### src/design/utcx_pkg.sv
`timescale 1ns / 1ps
// ----------------------------------------------------------------------------
// utcx_pkg
// Shared types, codes and small tables for the UTC expiry checker.
// ----------------------------------------------------------------------------
package utcx_pkg;

  // expiry kind codes
  localparam logic [1:0] KIND_ABSENT    = 2'd0;
  localparam logic [1:0] KIND_NONSTRING = 2'd1;
  localparam logic [1:0] KIND_STRING    = 2'd2;

  // verdict codes
  localparam logic [1:0] VERDICT_ACCEPT  = 2'd0;
  localparam logic [1:0] VERDICT_INVALID = 2'd1;
  localparam logic [1:0] VERDICT_EXPIRED = 2'd2;

  // register map
  localparam int          PADDR_W        = 4;
  localparam logic        REG_FLOOR      = 1'b0;
  localparam logic [39:0] FLOOR_RESET    = 40'd1704067200;

  // pipeline depth from accepted start to done
  localparam int          LATENCY        = 5;

  typedef struct packed {
    logic [1:0]  expiry_kind;
    logic        text_format_ok;
    logic [13:0] year_value;
    logic [6:0]  month_value;
    logic [6:0]  day_value;
    logic [6:0]  hour_value;
    logic [6:0]  minute_value;
    logic [6:0]  second_value;
    logic [39:0] now_seconds;
  } utcx_in_t;

  typedef struct packed {
    logic [1:0]  verdict;
    logic [37:0] expiry_seconds;
    logic        clock_trusted;
  } utcx_out_t;

  // days in month 1..12, February as 28
  function automatic logic [4:0] month_days(input logic [3:0] m);
    logic [4:0] r;
    case (m)
      4'd2:    r = 5'd28;
      4'd4:    r = 5'd30;
      4'd6:    r = 5'd30;
      4'd9:    r = 5'd30;
      4'd11:   r = 5'd30;
      default: r = 5'd31;
    endcase
    return r;
  endfunction

  // days before month of a March-based year: (153*mp + 2) / 5
  function automatic logic [8:0] month_offset(input logic [3:0] mp);
    logic [8:0] r;
    case (mp)
      4'd0:    r = 9'd0;
      4'd1:    r = 9'd31;
      4'd2:    r = 9'd61;
      4'd3:    r = 9'd92;
      4'd4:    r = 9'd122;
      4'd5:    r = 9'd153;
      4'd6:    r = 9'd184;
      4'd7:    r = 9'd214;
      4'd8:    r = 9'd245;
      4'd9:    r = 9'd275;
      4'd10:   r = 9'd306;
      4'd11:   r = 9'd337;
      default: r = 9'd0;
    endcase
    return r;
  endfunction

endpackage

### src/design/utc_expiry_check.sv
`timescale 1ns / 1ps
// ----------------------------------------------------------------------------
// utc_expiry_check
// Expiry timestamp check: calendar validation, Unix-seconds conversion and
// comparison against the current time, with an APB trusted-floor register.
// ----------------------------------------------------------------------------
// Usage: drive an item and pulse start; busy is tied low, so a new item may
// enter on every clock. The verdict comes out on result with a one-cycle
// done strobe after five register stages (field checks and reciprocal
// divides, leap/day limit and era split, day-of-era sum, the days*86400
// multiply, and the final compare). There is no output backpressure: the
// receiver must take every beat the cycle it shows, and results leave in
// the order items went in. The trusted floor is 40 bits at byte address 0
// (64-bit data); write it only while no beat is in flight. Absent expiry
// accepts, a non-string or unknown kind is invalid, an untrusted clock
// accepts any string expiry unchecked, and an expiry at or before now is
// expired.
// ----------------------------------------------------------------------------
module utc_expiry_check (
  input  logic                           clk,
  input  logic                           rst,
  // command side
  input  logic                           start,
  output logic                           busy,
  input  utcx_pkg::utcx_in_t             item,
  output logic                           done,
  output utcx_pkg::utcx_out_t            result,
  // APB register port
  input  logic                           psel,
  input  logic                           penable,
  input  logic                           pwrite,
  input  logic [utcx_pkg::PADDR_W-1:0]   paddr,
  input  logic [63:0]                    pwdata,
  output logic [63:0]                    prdata,
  output logic                           pready
);

  logic [39:0] floor;
  logic        wr_en;

  // fully pipelined, never stalls
  assign busy   = 1'b0;
  assign pready = 1'b1;

  // register index is paddr[3]; low bits address bytes in the 64-bit word
  assign wr_en = psel && penable && pwrite && pready &&
                 (paddr[3] == utcx_pkg::REG_FLOOR);

  always_ff @(posedge clk) begin
    if (rst) begin
      floor <= utcx_pkg::FLOOR_RESET;
    end else if (wr_en) begin
      floor <= pwdata[39:0];
    end
  end

  always_comb begin
    if (paddr[3] == utcx_pkg::REG_FLOOR) begin
      prdata = {24'd0, floor};
    end else begin
      prdata = '0;
    end
  end

  // the whole datapath; the user must keep floor stable while items are in flight; the block does not enforce this
  utcx_pipe u_pipe (
    .clk      (clk),
    .rst      (rst),
    .in_valid (start && !busy),
    .item     (item),
    .floor    (floor),
    .out_valid(done),
    .result   (result)
  );

endmodule

### src/design/utcx_pipe.sv
`timescale 1ns / 1ps
// ----------------------------------------------------------------------------
// utcx_pipe
// Five-stage validate / days-from-civil / compare pipeline, one beat a cycle.
// ----------------------------------------------------------------------------
module utcx_pipe (
  input  logic                clk,
  input  logic                rst,
  input  logic                in_valid,
  input  utcx_pkg::utcx_in_t  item,
  input  logic [39:0]         floor,
  output logic                out_valid,
  output utcx_pkg::utcx_out_t result
);

  // ---------------- stage 1: decode, range checks, reciprocal divides
  logic        c1_trusted;
  logic        c1_fields_ok;
  logic        c1_compute;
  logic [1:0]  c1_early;
  logic [13:0] c1_yy;
  logic [26:0] c1_q100_prod;
  logic [26:0] c1_era_prod;
  logic [3:0]  c1_mp;

  logic        s1_valid;
  logic        s1_compute;
  logic [1:0]  s1_early;
  logic        s1_trusted;
  logic [39:0] s1_now;
  logic [13:0] s1_y;
  logic [7:0]  s1_q100;
  logic [13:0] s1_yy;
  logic [5:0]  s1_era;
  logic [3:0]  s1_mp;
  logic [4:0]  s1_mlen;
  logic        s1_feb;
  logic [6:0]  s1_d;
  logic [6:0]  s1_h;
  logic [6:0]  s1_mi;
  logic [6:0]  s1_s;

  always_comb begin
    c1_trusted   = (item.now_seconds >= floor);
    c1_fields_ok = item.text_format_ok &&
                   (item.year_value >= 14'd1970) && (item.year_value <= 14'd9999) &&
                   (item.month_value >= 7'd1) && (item.month_value <= 7'd12) &&
                   (item.day_value >= 7'd1) && (item.hour_value <= 7'd23) &&
                   (item.minute_value <= 7'd59) && (item.second_value <= 7'd60);
    c1_compute   = (item.expiry_kind == utcx_pkg::KIND_STRING) && c1_trusted &&
                   c1_fields_ok;
    if (item.expiry_kind == utcx_pkg::KIND_ABSENT) begin
      c1_early = utcx_pkg::VERDICT_ACCEPT;
    end else if (item.expiry_kind != utcx_pkg::KIND_STRING) begin
      c1_early = utcx_pkg::VERDICT_INVALID;
    end else if (!c1_trusted) begin
      c1_early = utcx_pkg::VERDICT_ACCEPT;
    end else begin
      c1_early = utcx_pkg::VERDICT_INVALID;
    end
    // Jan/Feb belong to the previous March-based year
    c1_yy = (item.month_value <= 7'd2) ? item.year_value - 14'd1 : item.year_value;
    c1_mp = (item.month_value > 7'd2) ? item.month_value[3:0] - 4'd3
                                      : item.month_value[3:0] + 4'd9;
    // y/100 = (y*5243)>>19, yy/400 = (yy*5243)>>21, exact over 14 bits
    c1_q100_prod = {13'd0, item.year_value} * 27'd5243;
    c1_era_prod  = {13'd0, c1_yy} * 27'd5243;
  end

  always_ff @(posedge clk) begin
    if (rst) begin
      s1_valid <= 1'b0;
    end else begin
      s1_valid <= in_valid;
    end
    s1_compute <= c1_compute;
    s1_early   <= c1_early;
    s1_trusted <= c1_trusted;
    s1_now     <= item.now_seconds;
    s1_y       <= item.year_value;
    s1_q100    <= c1_q100_prod[26:19];
    s1_yy      <= c1_yy;
    s1_era     <= c1_era_prod[26:21];
    s1_mp      <= c1_mp;
    s1_mlen    <= utcx_pkg::month_days(item.month_value[3:0]);
    s1_feb     <= (item.month_value == 7'd2);
    s1_d       <= item.day_value;
    s1_h       <= item.hour_value;
    s1_mi      <= item.minute_value;
    s1_s       <= item.second_value;
  end

  // ---------------- stage 2: leap year, day limit, year of era, time of day
  logic [13:0] c2_r100;
  logic        c2_leap;
  logic [4:0]  c2_lim;
  logic [13:0] c2_yoe;
  logic [16:0] c2_tod;

  logic        s2_valid;
  logic        s2_compute;
  logic [1:0]  s2_early;
  logic        s2_trusted;
  logic [39:0] s2_now;
  logic [8:0]  s2_yoe;
  logic [8:0]  s2_doy;
  logic [16:0] s2_tod;
  logic [23:0] s2_era_base;

  always_comb begin
    c2_r100 = s1_y - 14'({6'd0, s1_q100} * 14'd100);
    // div by 400 <=> div by 100 with quotient div by 4
    c2_leap = (s1_y[1:0] == 2'd0) && ((c2_r100 != 14'd0) || (s1_q100[1:0] == 2'd0));
    c2_lim  = (s1_feb && c2_leap) ? 5'd29 : s1_mlen;
    c2_yoe  = s1_yy - 14'({8'd0, s1_era} * 14'd400);
    c2_tod  = 17'({10'd0, s1_h} * 17'd3600) + 17'({10'd0, s1_mi} * 17'd60) +
              {10'd0, s1_s};
  end

  always_ff @(posedge clk) begin
    if (rst) begin
      s2_valid <= 1'b0;
    end else begin
      s2_valid <= s1_valid;
    end
    s2_compute  <= s1_compute && (s1_d <= {2'd0, c2_lim});
    s2_early    <= s1_early;
    s2_trusted  <= s1_trusted;
    s2_now      <= s1_now;
    s2_yoe      <= c2_yoe[8:0];
    s2_doy      <= utcx_pkg::month_offset(s1_mp) + {2'd0, s1_d} - 9'd1;
    s2_tod      <= c2_tod;
    s2_era_base <= {18'd0, s1_era} * 24'd146097;
  end

  // ---------------- stage 3: day of era, days since epoch
  logic [14:0] c3_q_prod;
  logic [17:0] c3_doe;
  logic [23:0] c3_days;

  logic        s3_valid;
  logic        s3_compute;
  logic [1:0]  s3_early;
  logic        s3_trusted;
  logic [39:0] s3_now;
  logic [21:0] s3_days;
  logic [16:0] s3_tod;

  always_comb begin
    // yoe/100 = (yoe*41)>>12 for yoe < 400
    c3_q_prod = {6'd0, s2_yoe} * 15'd41;
    c3_doe    = 18'({9'd0, s2_yoe} * 18'd365) + {11'd0, s2_yoe[8:2]} -
                {15'd0, c3_q_prod[14:12]} + {9'd0, s2_doy};
    c3_days   = s2_era_base + {6'd0, c3_doe} - 24'd719468;
  end

  always_ff @(posedge clk) begin
    if (rst) begin
      s3_valid <= 1'b0;
    end else begin
      s3_valid <= s2_valid;
    end
    s3_compute <= s2_compute;
    s3_early   <= s2_early;
    s3_trusted <= s2_trusted;
    s3_now     <= s2_now;
    s3_days    <= c3_days[21:0];
    s3_tod     <= s2_tod;
  end

  // ---------------- stage 4: seconds
  logic [38:0] c4_prod;

  logic        s4_valid;
  logic        s4_compute;
  logic [1:0]  s4_early;
  logic        s4_trusted;
  logic [39:0] s4_now;
  logic [37:0] s4_secs;

  assign c4_prod = {17'd0, s3_days} * 39'd86400;

  always_ff @(posedge clk) begin
    if (rst) begin
      s4_valid <= 1'b0;
    end else begin
      s4_valid <= s3_valid;
    end
    s4_compute <= s3_compute;
    s4_early   <= s3_early;
    s4_trusted <= s3_trusted;
    s4_now     <= s3_now;
    s4_secs    <= c4_prod[37:0] + {21'd0, s3_tod};
  end

  // ---------------- stage 5: compare against now, result register
  utcx_pkg::utcx_out_t c5_res;

  always_comb begin
    c5_res.clock_trusted = s4_trusted;
    if (s4_compute) begin
      c5_res.expiry_seconds = s4_secs;
      c5_res.verdict = ({2'd0, s4_secs} <= s4_now) ? utcx_pkg::VERDICT_EXPIRED
                                                   : utcx_pkg::VERDICT_ACCEPT;
    end else begin
      c5_res.expiry_seconds = '0;
      c5_res.verdict        = s4_early;
    end
  end

  always_ff @(posedge clk) begin
    if (rst) begin
      out_valid <= 1'b0;
    end else begin
      out_valid <= s4_valid;
    end
    result <= c5_res;
  end

endmodule

### config.mk
export PLATFORM = sky130hd
export DESIGN_NAME = utc_expiry_check
export DESIGN_NICKNAME = d
export VERILOG_FILES = /design/src/design/utcx_pkg.sv /design/src/design/utc_expiry_check.sv /design/src/design/utcx_pipe.sv
export SDC_FILE = /design/constraint.sdc
export NUM_CORES = 2
export LEC_CHECK = 0
export ABC_CLOCK_PERIOD_IN_PS = 14300
export BUFFER_PORTS_ARGS = -buffer_cell sky130_fd_sc_hd__clkbuf_2
export CORE_ASPECT_RATIO = 1.2
export CORE_MARGIN = 2
export CORE_UTILIZATION = 45
export CTS_BUF_LIST = sky130_fd_sc_hd__clkbuf_4 sky130_fd_sc_hd__clkbuf_8 sky130_fd_sc_hd__clkbuf_16
export CTS_CLUSTER_DIAMETER = 120
export DETAILED_ROUTE_END_ITERATION = 10
export GPL_TIMING_DRIVEN = 0
export SETUP_SLACK_MARGIN = 0.2
export SYNTH_ARGS = -nofsm -noshare
export SYNTH_HDL_FRONTEND = slang
export SYNTH_SLANG_ARGS = --single-unit
### constraint.sdc
create_clock -name clk -period 14.3 [get_ports clk]
set_clock_uncertainty 0.15 [all_clocks]
set_input_delay 2.145 -clock clk [delete_from_list [all_inputs] [get_ports clk]]
set_output_delay 2.145 -clock clk [all_outputs]
set_load 0.01 [all_outputs]
Yosys cells after proc, flatten, opt, wreduce, memory -nomap -nowiden
Memory sizes are Yosys's and may differ from the RTL's. A register that Yosys moved wholly into a read port is not among the register bits.
Cells that the tools add are included.
- bits in latches: 0
- word-level logic and storage cells: 123
- flip-flop bits (word level): 465
- memories: 1
- memory bits (writable): 0
- input port bits: 166
- ROM bits: 144
- $mul: 10
- eq/ne operators: 8
- div/mod/pow operators: 0
- shift-type cells: 0
- $add $sub $neg: 15
- muxes and demuxes: 9
- order comparisons: 13
- reductions and logical operators: 23
- bitwise gates (word level): 1
- memory list (name ; words ; bits a word ; rd ports ; clocked after memory_dff ; wr ports ; line ; source):
    (no name shown) ; 16 ; 9 ; 1 ; 1 ; 0 ; utcx_pkg.sv:61 ; case (mp)
- operators by type and width (operator ; count):
    $mux W40 ; 2
    $mul A14 B13 Y27 const B ; 2
    $ge A40 B40 Y1 ; 1
    $le A38 B40 Y1 ; 1
    $add A38 B17 Y38 ; 1
    $mul A22 B10 Y31 const B ; 1
    $add A22 B18 Y22 ; 1
    $mul A6 B18 Y22 const B ; 1
    $sub A22 B20 Y22 const B ; 1
    $add A18 B7 Y18 ; 1
    $add A18 B9 Y18 ; 1
    $mul A9 B9 Y18 const B ; 1
    $sub A18 B3 Y18 ; 1
    $add A17 B13 Y17 ; 1
    $add A17 B7 Y17 ; 1
    $logic_and A1 B1 Y1 ; 16
    $mul A9 B6 Y15 const B ; 1
    $ge A14 B11 Y1 const B ; 1
    $ge A7 B1 Y1 const B ; 2
    $le A14 B14 Y1 const B ; 1
    $le A7 B6 Y1 const B ; 2
    $mux W14 ; 1
    $reduce_bool A14 Y1 ; 1
    $sub A14 B1 Y14 const B ; 1
    other kinds (31) ; 36

Longest topological paths before layout
- depth after elaboration: 10
- mapped depth: 43
- mapped depth without buffers: 43

Hierarchy
A second synthesis with hierarchy kept.
- cells, all modules: 3411
- area total of the unflattened synthesis: 34645.7 um2
- by module, submodules not included (module ; area each (um2) ; cells each ; sequential area each (um2) ; instances):
    utcx_pipe ; 32379.8 ; 3164 ; 8588.2 ; 1
    utc_expiry_check ; 2265.9 ; 247 ; 800.8 ; 1

Worst setup path after synthesis
OpenSTA, ideal clock, no wires.
- path type: register to register
- from: register u_pipe.s2_yoe[3]
- to: register u_pipe.s3_days[21]
- setup slack: 5.360 ns
- arrival: 8.718 ns
- stages on the path, launching flop included: 40
- clock period less this slack: 8.940 ns
- path buffers: 0
- setup time: 0.072 ns
- cells stage by stage: dfxtp_1 -> ha_1 -> fa_1 -> ha_1 -> ha_1 -> nand4_1 -> o21bai_1 -> a21o_1 -> a21o_1 -> a21o_1 -> a21o_1 -> a21oi_1 -> nor2b_1 -> nor2_1 -> xor2_1 -> ha_1 -> inv_1 -> fa_1 -> (+4 left out) -> a21o_1 -> a21oi_1 -> o21bai_1 -> a21oi_1 -> o21bai_1 -> a41o_1 -> o41ai_1 -> o21bai_1 -> a21oi_1 -> xnor2_1 -> ha_1 -> ha_1 -> and3_1 -> nand3_1 -> a211oi_1 -> or4_1 -> a211oi_2 -> xor2_1
- cells in the longest elaborated chain, start to end: 6
- elaborated cells on any way between the ends: 7
- classes of those cells: 5 x add/sub; 2 x mul
- RTL lines (what ; line ; source):
    start: declaration ; utcx_pipe.sv:105 ; logic [8:0] s2_yoe;
    start signal: assignment ; utcx_pipe.sv:130 ; s2_yoe <= c2_yoe[8:0];
    $mul A9 B9 Y18 ; utcx_pipe.sv:152 ; c3_doe = 18'({9'd0, s2_yoe} * 18'd365) + {11'd0, s2_yoe[8:2]} -
    $add A18 B7 Y18 ; utcx_pipe.sv:152 ;
    $sub A18 B3 Y18 * ; utcx_pipe.sv:152 ;
    $add A18 B9 Y18 * ; utcx_pipe.sv:153 ; {15'd0, c3_q_prod[14:12]} + {9'd0, s2_doy};
    $add A22 B18 Y22 * ; utcx_pipe.sv:154 ; c3_days = s2_era_base + {6'd0, c3_doe} - 24'd719468;
    $sub A22 B20 Y22 * ; utcx_pipe.sv:154 ;
    via u_pipe.c3_days[21] ; utcx_pipe.sv:139 ; logic [23:0] c3_days;
    end signal: assignment ; utcx_pipe.sv:167 ; s3_days <= c3_days[21:0];
    end: declaration ; utcx_pipe.sv:146 ; logic [21:0] s3_days;
Mark *: on every way through the listed nets, which the timed path passes. The rest lies on a longest branch.
A chain may end at the register's enable or synchronous reset.

Worst setup path in the final report
- from: register u_pipe.s2_yoe[1]
- to: register u_pipe.s3_days[21]
The elaborated chain is that of the path after synthesis.

==> run summary <==
Gr usage total - 17.91%
Post-Layout Inst Area - 38260 µm²
RSZ-0062 raised after global routing - false
CTS Buf Count - 46
Adder-cell area share of the yosys netlist - 41.14%
Buffers on Ports - 215
Top Family by Delay on Critical Path - adder cells
Nets@finish - 4853
Uppermost layer routed - met5
Worst path arrival time - 10.26 ns
Clock Pin Slew Worst Setup and Hold Paths - 0.06 ns
Slew @ Worst Pin - 1.354 ns
Fin. Hold Viols - 0
Clock sinks - 469
CTS tree - yes
Vias in the first global route - 23240
Critical Path Fanout Max - 9
WL met1 - 28630 µm
Synth top area cells - dfxtp_1 27%, ha_1 25%, fa_1 16%
# setup viols final - 0
Unique masters post-synth - 96
Post-Syn Instances - 3435
I/O pin count - 274
Post-synthesis simple-gate area fraction - 8.086%
Post-DR wirelength/cell - 14.46 µm
Tmin final - 9.926 ns
Most frequent cells in the layout - 744 x inv_1, 693 x ha_1, 469 x dfxtp_1
Post-synth EDFFs - 0
Startpoint Class - register
RD Place Congestion - 0.8718
Initial antenna violation count - 5
Met2 WL - 36200 µm
Multi-input gate area - 21830 µm²
Slowest library cell on the worst path - dfxtp_1
Crit path kind - register to register
First-pass GRT wire length - 113900 µm
Post-synth top area share - 27.40%
GRT overflow - 0
Most used cell, CP - ha_1
Seq/Total Area, Yosys - 27.40%
Area grow syn2layout - 11.68%
Setup TNS - 0 ns
Drt first pass iters - 6
Via Count - 22570
Hold Path Class - register to register
Mapped cell area - 34260 µm²
DIE WIDTH - 255.9 µm
Worst EP required - 14.63 ns
Asr flop ratio synth - 0%
CTS Hold Bufs - 0
Overall die area - 78370 µm²
Max-slew violations - 0
Post-DP HPWL - 59550 µm
H-tree depth - 2
Total area of sequential cells - 9389 µm²
Max Fclk - 100.7 MHz
Slowest stage delay, CP - 0.63 ns
Status - complete, no violations
Root buffer cell - clkbuf_16
Area of placed instances - 36700 µm²
Final Cycle Share - 69.41%
Largest net degree at the start of global routing - 17
Met3 wire len - 2021 µm
Routed WL - 68960 µm
# DRC - 0
Leading area contributor after synthesis - dfxtp_1
Post-synthesis compound-gate area fraction - 9.346%
Synthesized area per cell - 9.974 µm²
Largest family of logic cells by synthesized area - adder cells
1st-iter DRT viols - 740
Crit path buf inv count - 2
Max Cap Viol - 0
Area of the core - 75150 µm²
Final WS setup - 4.374 ns
Synth warn - 0
Post-CTS Resized - 0
Pre-CTS setup slack - 4.169 ns
Clk Latency, worst-skew pair - 0.60 ns
Layout cells sized above 1 - 10.14%
Worst Setup End Kind - register
Clk buf depth - 3
Filler cells - 7062
Initial core utilization - 45.59%
Multiplexer share of the synthesized area - 0.1497%
Most common cell after layout, fill and taps aside - inv_1
Via density per instance - 4.733
DRT antenna net count - 0
Num rows - 110
#FFs+latches synth - 469
Xor-xnor portion of the synthesized cell area - 4.704%
Die height - 306.3 µm
# Post-CTS Setup Buffers - 0
Dominant synthesized flop cell - dfxtp_1
Slew headroom - 9.065%
-- synthesized netlist by cell type, types with 5 or more instances --
master and n:
a211o_1 9, a211oi_1 17, a21boi_0 10, a21o_1 79, a21oi_1 158, a31o_2 5, a31oi_1 13, and2_1 51
and3_1 20, buf_4 26, clkbuf_1 29, dfxtp_1 469, fa_1 271, ha_1 693, inv_1 744, nand2_1 152
nand2b_1 16, nand3_1 28, nand4_1 25, nor2_1 123, nor2b_1 32, nor3_1 27, nor4_1 9, o211ai_1 8
o21a_1 18, o21ai_0 55, o21bai_1 30, o31ai_1 5, o41ai_1 7, or2_2 5, or3_1 12, or4_1 8
xnor2_1 125, xor2_1 49
-- per-layer routing --
metal	vias up	GRT usage, %
li1	11640	-
met1	10540	20.56
met2	274	34.18
met3	103	2.290
met4	8	5.698
met5	-	0
-- state kept, by name, summed over array words and instances (netlist names), 14 cells and up, named ones only --
name                flops
u_pipe.result          41
floor                  40
u_pipe.s2_tod          17
u_pipe.s2_era_base     22
u_pipe.s1_y            14
u_pipe.s2_now          40
u_pipe.s3_now          40
u_pipe.s1_now          40
u_pipe.s4_secs         38
u_pipe.s3_days         22
u_pipe.s3_tod          17
u_pipe.s4_now          40
-- cell type report --
type | count | area share (%)
diodes | 1 | 0.006540
plain buffers | 62 | 0.8895
clock buffers | 56 | 3.319
clock inverters | 28 | 0.7521
inverters | 744 | 7.299
multi-input cells | 2184 | 57.07
flip-flops and latches | 469 | 24.54
well taps | 1008 | 3.296
repair buffers | 216 | 2.832
-- logic make-up after synthesis --
| kind of cell | after synthesis |
|---|---|
| xor+xnor | 179 |
| mux | 5 |
| other cells | 2 |
| simple gates | 539 |
| flops | 469 |
| fa+ha+maj | 964 |
| buf+inv | 806 |
| compound gates | 471 |
-- through the flow --
step / instances / hold WS [ns] / utilization (%)
after floorplan: 3459 / 0.1596 / -
after global placement: 4682 / 0.1602 / 48.82
after detailed placement: 4683 / 0.1621 / 48.84
after CTS: 4767 / 0.1514 / 50.91
after global routing: 4767 / 0.1519 / 50.91
final: 4768 / 0.1514 / 50.92
-- worst paths after layout --
check                                           to        startpoint  slack (ns)  cells past startpoint
worst min register to register    u_pipe.s3_now[9]  u_pipe.s2_now[9]        0.15                      0
worst min-delay path              u_pipe.s3_now[9]  u_pipe.s2_now[9]        0.15                      0
worst max register to register  u_pipe.s3_days[21]  u_pipe.s2_yoe[1]        4.37                     38
worst max-delay path            u_pipe.s3_days[21]  u_pipe.s2_yoe[1]        4.37                     38
Power is not shown: default switching activity piles up to over one toggle a cycle in this logic, so the estimate is an artifact.
